`config.mk`:
```
export PLATFORM = sky130hd
export DESIGN_NAME = scan_object_segmenter
export DESIGN_NICKNAME = d
export VERILOG_FILES = /design/src/sv/sos_pkg.sv /design/src/sv/scan_object_segmenter.sv
export SDC_FILE = /design/constraint.sdc
export NUM_CORES = 1
export LEC_CHECK = 0
export BUFFER_PORTS_ARGS = -buffer_cell sky130_fd_sc_hd__buf_2
export CORE_MARGIN = 8
export CORE_UTILIZATION = 45
export DETAILED_ROUTE_END_ITERATION = 16
export HOLD_SLACK_MARGIN = 0.08
export SYNTH_ARGS = -nofsm -noshare
export SYNTH_HDL_FRONTEND = slang
export SYNTH_SLANG_ARGS = --single-unit
```
`constraint.sdc`:
```
create_clock -name clk -period 15.9 [get_ports clk]
set_input_delay 2.385 -clock clk [delete_from_list [all_inputs] [get_ports clk]]
set_output_delay 2.385 -clock clk [all_outputs]
set_load 0.03 [all_outputs]
```
`src/sv/sos_pkg.sv`:
```
// Shared types and constants for the scan object segmenter.
package sos_pkg;

  localparam int DEF_MAX_OBJECTS = 20;
  localparam int DEF_MAX_RUN     = 128;

  localparam int RANGE_W = 10;
  localparam int ANGLE_W = 8;
  localparam int OBJ_W   = 5;
  localparam int CIDX_W  = 2;

  localparam logic [RANGE_W-1:0] RST_ENTER_LEVEL = 10'd80;
  localparam logic [RANGE_W-1:0] RST_EXIT_LEVEL  = 10'd100;
  localparam logic [RANGE_W-1:0] RST_AGREE_TOL   = 10'd6;

  typedef enum logic [CIDX_W-1:0] {
    CFG_MODE  = 2'd0,
    CFG_ENTER = 2'd1,
    CFG_EXIT  = 2'd2,
    CFG_TOL   = 2'd3
  } cfg_idx_t;

  typedef enum logic {
    MODE_THRESH = 1'b0,
    MODE_AGREE  = 1'b1
  } seg_mode_t;

endpackage

```
`src/sv/scan_object_segmenter.sv`:
```
// Top level of the scan object segmenter: object detection and serial mean divider.
// Splits a scan into objects, one sample per input transfer. A sample that closes no
// object leaves the block idle, so the input stays ready. A sample that closes an
// object starts a restoring divider that produces one bit of the mean per cycle over
// the width of the range sum (SUM_W = clog2(MAX_RUN*1023+1) bits, 17 at the default
// MAX_RUN of 128) and then moves the result into the output register, so the input
// stalls through the division and the move, and longer while an earlier result still
// waits in the output register. The output register lets further samples in while a
// finished result waits to be taken.
// Configuration writes are always ready and should be issued while the block is idle.
module scan_object_segmenter #(
  parameter int MAX_OBJECTS = sos_pkg::DEF_MAX_OBJECTS,
  parameter int MAX_RUN     = sos_pkg::DEF_MAX_RUN
) (
  input  logic                         clk,
  input  logic                         rst_n,
  // sample channel
  input  logic                         in_valid,
  output logic                         in_stall,
  input  logic                         in_sweep_start,
  input  logic [sos_pkg::RANGE_W-1:0]  in_ir_range,
  input  logic [sos_pkg::RANGE_W-1:0]  in_sonar_range,
  input  logic [sos_pkg::ANGLE_W-1:0]  in_angle,
  // result channel
  output logic                         out_valid,
  input  logic                         out_stall,
  output logic [sos_pkg::OBJ_W-1:0]    out_object_number,
  output logic [sos_pkg::ANGLE_W-1:0]  out_start_angle,
  output logic [sos_pkg::ANGLE_W-1:0]  out_end_angle,
  output logic [sos_pkg::RANGE_W-1:0]  out_mean_range,
  // configuration write channel
  input  logic                         cfg_valid,
  output logic                         cfg_ready,
  input  logic [sos_pkg::CIDX_W-1:0]   cfg_index,
  input  logic [sos_pkg::RANGE_W-1:0]  cfg_data
);

  localparam int CNT_W   = $clog2(MAX_OBJECTS + 1);
  localparam int TALLY_W = $clog2(MAX_RUN + 1);
  localparam int SUM_W   = $clog2(MAX_RUN * 1023 + 1);
  localparam int DCNT_W  = $clog2(SUM_W + 1);
  localparam int RW      = sos_pkg::RANGE_W;
  localparam int AW      = sos_pkg::ANGLE_W;
  localparam int OW      = sos_pkg::OBJ_W;

  typedef enum logic [1:0] {
    ST_IDLE,
    ST_DIV,
    ST_HOLD
  } state_t;

  state_t            state_r, state_nxt;

  // configuration
  logic              mode_r, mode_nxt;
  logic [RW-1:0]     enter_r, enter_nxt;
  logic [RW-1:0]     exit_r, exit_nxt;
  logic [RW-1:0]     tol_r, tol_nxt;

  // segmentation state
  logic              open_r, open_nxt;
  logic [CNT_W-1:0]  count_r, count_nxt;
  logic [SUM_W-1:0]  sum_r, sum_nxt;
  logic [TALLY_W-1:0] tally_r, tally_nxt;
  logic [AW-1:0]     open_ang_r, open_ang_nxt;
  logic [AW-1:0]     last_ang_r, last_ang_nxt;

  // result waiting for the divider
  logic [OW-1:0]     pend_obj_r, pend_obj_nxt;
  logic [AW-1:0]     pend_start_r, pend_start_nxt;
  logic [AW-1:0]     pend_end_r, pend_end_nxt;

  // serial divider
  logic [SUM_W-1:0]  dvd_r, dvd_nxt;
  logic [TALLY_W-1:0] rem_r, rem_nxt;
  logic [TALLY_W-1:0] dsr_r, dsr_nxt;
  logic [RW-1:0]     quo_r, quo_nxt;
  logic [DCNT_W-1:0] dcnt_r, dcnt_nxt;
  logic              dzero_r, dzero_nxt;

  // output register
  logic              ovld_r, ovld_nxt;
  logic [OW-1:0]     oobj_r, oobj_nxt;
  logic [AW-1:0]     ostart_r, ostart_nxt;
  logic [AW-1:0]     oend_r, oend_nxt;
  logic [RW-1:0]     omean_r, omean_nxt;

  logic              in_xfer;
  logic              out_xfer;
  logic [TALLY_W:0]  trial;
  logic              trial_ge;

  assign in_stall  = (state_r != ST_IDLE);
  assign cfg_ready = 1'b1;
  assign in_xfer   = in_valid && !in_stall;
  assign out_xfer  = ovld_r && !out_stall;

  assign out_valid         = ovld_r;
  assign out_object_number = oobj_r;
  assign out_start_angle   = ostart_r;
  assign out_end_angle     = oend_r;
  assign out_mean_range    = omean_r;

  // one restoring step: bring down the next dividend bit
  assign trial    = {rem_r, dvd_r[SUM_W-1]};
  assign trial_ge = (trial >= {1'b0, dsr_r});

  always_comb begin
    logic             open0, open1, open2;
    logic [CNT_W-1:0] cnt0, cnt1;
    logic [SUM_W-1:0] sum1;
    logic [TALLY_W-1:0] tally1;
    logic [RW-1:0]    diff;
    logic             want_open, want_close, do_open, closed;

    state_nxt      = state_r;
    mode_nxt       = mode_r;
    enter_nxt      = enter_r;
    exit_nxt       = exit_r;
    tol_nxt        = tol_r;
    open_nxt       = open_r;
    count_nxt      = count_r;
    sum_nxt        = sum_r;
    tally_nxt      = tally_r;
    open_ang_nxt   = open_ang_r;
    last_ang_nxt   = last_ang_r;
    pend_obj_nxt   = pend_obj_r;
    pend_start_nxt = pend_start_r;
    pend_end_nxt   = pend_end_r;
    dvd_nxt        = dvd_r;
    rem_nxt        = rem_r;
    dsr_nxt        = dsr_r;
    quo_nxt        = quo_r;
    dcnt_nxt       = dcnt_r;
    dzero_nxt      = dzero_r;
    ovld_nxt       = ovld_r && !out_xfer;
    oobj_nxt       = oobj_r;
    ostart_nxt     = ostart_r;
    oend_nxt       = oend_r;
    omean_nxt      = omean_r;

    if (cfg_valid) begin
      unique case (cfg_index)
        sos_pkg::CFG_MODE:  mode_nxt  = cfg_data[0];
        sos_pkg::CFG_ENTER: enter_nxt = cfg_data;
        sos_pkg::CFG_EXIT:  exit_nxt  = cfg_data;
        sos_pkg::CFG_TOL:   tol_nxt   = cfg_data;
        default:            mode_nxt  = mode_r;
      endcase
    end

    // sample step: sweep clear, open, close, accumulate
    open0  = in_sweep_start ? 1'b0 : open_r;
    cnt0   = in_sweep_start ? '0 : count_r;
    diff   = (in_ir_range > in_sonar_range) ? (in_ir_range - in_sonar_range)
                                            : (in_sonar_range - in_ir_range);
    if (mode_r == sos_pkg::MODE_AGREE) begin
      want_open  = (diff <= tol_r);
      want_close = (diff > tol_r);
    end else begin
      want_open  = (in_ir_range < enter_r);
      want_close = (in_ir_range > exit_r);
    end
    do_open = want_open && !open0 && (cnt0 < CNT_W'(MAX_OBJECTS));
    open1   = open0 || do_open;
    cnt1    = do_open ? cnt0 + CNT_W'(1) : cnt0;
    sum1    = (in_sweep_start || do_open) ? '0 : sum_r;
    tally1  = (in_sweep_start || do_open) ? '0 : tally_r;
    closed  = want_close && open1;
    open2   = open1 && !closed;

    unique case (state_r)
      ST_IDLE: begin
        if (in_xfer) begin
          open_nxt     = open2;
          count_nxt    = cnt1;
          last_ang_nxt = in_angle;
          if (do_open) begin
            open_ang_nxt = in_angle;
          end
          if (closed) begin
            sum_nxt        = '0;
            tally_nxt      = '0;
            pend_obj_nxt   = OW'(cnt1);
            pend_start_nxt = do_open ? in_angle : open_ang_r;
            pend_end_nxt   = (mode_r == sos_pkg::MODE_AGREE) ? last_ang_r : in_angle;
            dvd_nxt        = sum1;
            rem_nxt        = '0;
            dsr_nxt        = tally1;
            quo_nxt        = '0;
            dzero_nxt      = (tally1 == '0);
            dcnt_nxt       = DCNT_W'(SUM_W);
            state_nxt      = ST_DIV;
          end else if (open2 && (tally1 < TALLY_W'(MAX_RUN))) begin
            sum_nxt   = sum1 + SUM_W'(in_sonar_range);
            tally_nxt = tally1 + TALLY_W'(1);
          end else begin
            sum_nxt   = sum1;
            tally_nxt = tally1;
          end
        end
      end
      ST_DIV: begin
        rem_nxt  = trial_ge ? TALLY_W'(trial - {1'b0, dsr_r}) : trial[TALLY_W-1:0];
        quo_nxt  = {quo_r[RW-2:0], trial_ge};
        dvd_nxt  = {dvd_r[SUM_W-2:0], 1'b0};
        dcnt_nxt = dcnt_r - DCNT_W'(1);
        if (dcnt_r == DCNT_W'(1)) begin
          state_nxt = ST_HOLD;
        end
      end
      ST_HOLD: begin
        // load once the output register is free or drains this cycle
        if (!ovld_r || out_xfer) begin
          ovld_nxt   = 1'b1;
          oobj_nxt   = pend_obj_r;
          ostart_nxt = pend_start_r;
          oend_nxt   = pend_end_r;
          omean_nxt  = dzero_r ? '0 : quo_r;
          state_nxt  = ST_IDLE;
        end
      end
      default: state_nxt = ST_IDLE;
    endcase
  end

  always_ff @(posedge clk) begin
    if (!rst_n) begin
      state_r    <= ST_IDLE;
      mode_r     <= sos_pkg::MODE_THRESH;
      enter_r    <= sos_pkg::RST_ENTER_LEVEL;
      exit_r     <= sos_pkg::RST_EXIT_LEVEL;
      tol_r      <= sos_pkg::RST_AGREE_TOL;
      open_r     <= 1'b0;
      count_r    <= '0;
      sum_r      <= '0;
      tally_r    <= '0;
      open_ang_r <= '0;
      last_ang_r <= '0;
      dcnt_r     <= '0;
      ovld_r     <= 1'b0;
    end else begin
      state_r    <= state_nxt;
      mode_r     <= mode_nxt;
      enter_r    <= enter_nxt;
      exit_r     <= exit_nxt;
      tol_r      <= tol_nxt;
      open_r     <= open_nxt;
      count_r    <= count_nxt;
      sum_r      <= sum_nxt;
      tally_r    <= tally_nxt;
      open_ang_r <= open_ang_nxt;
      last_ang_r <= last_ang_nxt;
      dcnt_r     <= dcnt_nxt;
      ovld_r     <= ovld_nxt;
    end
    pend_obj_r   <= pend_obj_nxt;
    pend_start_r <= pend_start_nxt;
    pend_end_r   <= pend_end_nxt;
    dvd_r        <= dvd_nxt;
    rem_r        <= rem_nxt;
    dsr_r        <= dsr_nxt;
    quo_r        <= quo_nxt;
    dzero_r      <= dzero_nxt;
    oobj_r       <= oobj_nxt;
    ostart_r     <= ostart_nxt;
    oend_r       <= oend_nxt;
    omean_r      <= omean_nxt;
  end

endmodule

```
==> results.py <==
metrics = {
    "worst_setup_path": {
        "crit_path_end_kind": "register",
        "crit_slowest_cell": "a211oi_1",
        "startpoint_type": "primary input",
        "critPathLaunch": "in_ir_range[0]",
        "crit_path_max_fanout": 28,
        "critPathMaxStageDelay_ns": 0.61,
        "path_class": "in2reg",
        "reg2reg_from": "tol_r[9]$_SDFFE_PN0P_",
        "cp.required_ns": 16.25,
        "crit_top_cell": "a211oi_1",
        "reg2reg_depth": 19,
        "critical_path_arrival_ns": 9.96,
        "timing.rr.end": "sum_r[5]$_SDFFE_PN0P_",
        "ff2ff_setup_slack_ns": 11.12,
    },
    "place": {
        "dp_hpwl_mm": 18.5,
        "postPlaceCellArea_um2": 10900,
        "gp_congestion": 0.873,
        "place.port_buffers": 78,
    },
    "synth": {
        "syn-num-nets": 1208,
        "synthCells": 1092,
        "ys_seq_area_share_pct": 44.7,
        "yosys.area.top_type": "edfxtp_1",
        "synth_area_leaders": "edfxtp_1, dfxtp_1, ha_1",
        "synth_area_um2": 10300,
        "ys_warn_count": 0,
        "ys.flop_type": "edfxtp_1",
        "synth.avg_cell_area_um2": 9.44,
        "ys_async_sr_fraction_pct": 0,
        "synth-edff-count": 96,
        "ys_ff_latch": 182,
        "synth_top_area_share_pct": 28.0,
        "synth_cell_type_count": 85,
    },
    "routing": {
        "wl_mm": 25.4,
        "num_vias": 8064,
        "drc": 0,
        "wl_per_cell_um": 17.6,
        "drtAntennaViolNets": 0,
        "vias_per_cell": 5.58,
        "drtIter0Drc": 450,
        "dr.pass1.iters": 5,
    },
    "finish": {
        "multi_input_area_um2": 5240,
        "drive_gt1_share_pct": 14.8,
        "area_growth_pct": 12.0,
        "nFillCells": 2124,
        "diodes": 0,
        "fin_area_um2": 11500,
        "nets": 1262,
        "regArea_um2": 4600,
    },
    "clock_tree": {
        "clk_path_buf_depth": 2,
        "clkTransAtPathRegs_ns": 0.07,
        "clk-insertion-delay-late_ns": 0.43,
        "post_cts_buffers": 0,
        "cts_num_sinks": 182,
        "tritoncts": "done",
        "ctsResizeCount": 0,
        "cts-hold-fix-buffers": 0,
        "htreeDepth": 4,
        "numCtsBuffers": 17,
        "cts_root_buffer": "clkbuf_16",
    },
    "sta": {
        "post-route-period-util_pct": 60.5,
        "slew-limit-headroom_pct": 30.6,
        "tightest_slew_ns": 1.04,
        "slew_viol_final": 0,
        "period_needed_ns": 9.62,
        "hold_viol": 0,
        "setup_violations": 0,
        "finalSetupTns_ns": 0,
        "rsz0062_at_grt": "false",
        "skew_ns": 0.0150,
        "fmax_mhz": 104,
    },
    "global_routing": {
        "grt_max_degree": 43,
        "grt_pass1_vias": 7758,
        "grt_usage_pct": 18.1,
        "grt_overflow": 0,
        "grt_pass1_wl_mm": 41.0,
        "grt_antenna_before_repair": 1,
    },
    "worst_hold_path": {
        "hold_depth": 0,
        "min_from": "pend_start_r[2]$_DFFE_PP_",
        "hold_class": "reg2reg",
        "hold_end": "out_start_angle[2]$_DFFE_PP_",
    },
    "floorplan": {
        "core-area_um2": 22600,
        "start_util_pct": 45.7,
        "design.portCount": 80,
        "dieHeight_um": 167,
        "die_w_um": 167,
        "num_rows": 55,
        "dieArea_um2": 28000,
    },
    "status": {
        "status": "completed",
    },
    "flow_run": {
        "cap_violations": 0,
    },
    "power": {
        "cellLeakagePower_uw": 0.00457,
        "ir_worst_vdd_mv": 0.0765,
        "p_per_area_nw_per_um2": 103,
    },
}
logic make-up after synthesis:
group / Yosys count / share of synthesized area, %
simple gates: 394 / 18.9
compound gates: 263 / 17.4
flops: 182 / 44.7
buf+inv: 125 / 4.71
fa+ha+maj: 72 / 8.91
mux: 32 / 3.46
xor+xnor: 23 / 1.95
other cells: 1 / 0.0364
Yosys cell counts (all sizes together), types with 5 or more instances:
| cell | instances |
|---|---|
| a21oi | 78 |
| a211oi | 12 |
| o21ai | 45 |
| a21o | 22 |
| o22ai | 5 |
| or3 | 10 |
| clkbuf | 39 |
| and2 | 27 |
| buf | 13 |
| mux2 | 26 |
| nor2b | 19 |
| nand4 | 11 |
| inv | 73 |
| o211ai | 20 |
| dfxtp | 86 |
| a31oi | 8 |
| a22oi | 5 |
| ha | 67 |
| nor4 | 8 |
| o21a | 13 |
| mux2i | 6 |
| and3 | 11 |
| nand3 | 32 |
| o211a | 5 |
| or4 | 8 |
| xnor2 | 19 |
| edfxtp | 96 |
| nand2b | 11 |
| or2 | 6 |
| nand2 | 142 |
| nor2 | 63 |
| nor3 | 33 |
stage by stage:
step	util, %	instances	hold slack [ns]	total power [uW]	worst slack, ns
floorplan	-	1092	0.400	701	6.48
global placement	48.4	1412	0.401	759	6.11
detailed placement	48.4	1412	0.405	761	5.96
CTS	51.1	1444	0.419	1190	6.40
global route	51.1	1444	0.427	1240	5.82
finish	51.1	1444	0.421	1180	6.29
cell usage in the layout, fill, tap and decap left out, drive strengths merged, types with 8 or more instances in the layout:
cell type  Yosys  layout
nor2          63      63
inv           73      80
and3          11      11
a211oi        12      12
xnor2         19      19
edfxtp        96      96
a31oi          8       8
o21a          13      13
nand2        142     142
ha            67      67
mux2          26      26
nor4           8       8
a21o          22      22
nor2b         19      19
a21oi         78      78
nand4         11      11
o21ai         45      45
nand3         32      32
clkbuf        39      19
nor3          33      33
or4            8       8
dfxtp         86      86
buf           13      87
or3           10      10
and2          27      27
o211ai        20      20
nand2b        11      11
worst max path at each step:
stage / end
floorplan: sum_r[5]$_SDFFE_PN0P_
global placement: sum_r[9]$_SDFFE_PN0P_
detailed placement: sum_r[9]$_SDFFE_PN0P_
CTS: sum_r[9]$_SDFFE_PN0P_
global route: sum_r[9]$_SDFFE_PN0P_
finish: sum_r[5]$_SDFFE_PN0P_
metal layers:
metal / global-route usage [%] / vias up / routed length, um
li1: - / 4038 / -
met3: 3.36 / 26 / 879
met4: 4.66 / 2 / 366
met2: 30.4 / 160 / 12300
met5: 0 / - / 13
met1: 23.5 / 3838 / 11800
power breakdown:
part           switching, uW  leakage (uW)  internal, uW  total [uW]
logic                    134       0.00266          79.3         213
clock network            201      0.000299           233         434
registers               12.7       0.00161           525         538
area by class of cell:
type | instances | share of cell area, %
multi-input combinational | 785 | 45.4
clock buffer | 19 | 3.92
tap | 285 | 3.09
inverter | 73 | 2.37
timing repair buffer | 87 | 3.97
sequential | 182 | 39.9
clock inverter | 13 | 1.37
state kept, by name, indices dropped and copies added (netlist names), 10 cells and up:
name and cells:
out_mean_range 10, exit_r 10, quo_r 10, sum_r 17
enter_r 10, dvd_r 17, tol_r 10
critical path, delay by kind of cell:
family	cells	cell delay [ns]
AOI/OAI and AO/OA	18	4.47
adders and majority gates	6	1.84
and+or+nand+nor	3	0.63
buffers and inverters	4	0.48
xor gates and xnor gates	1	0.14
(Power assumes the default switching activity.)
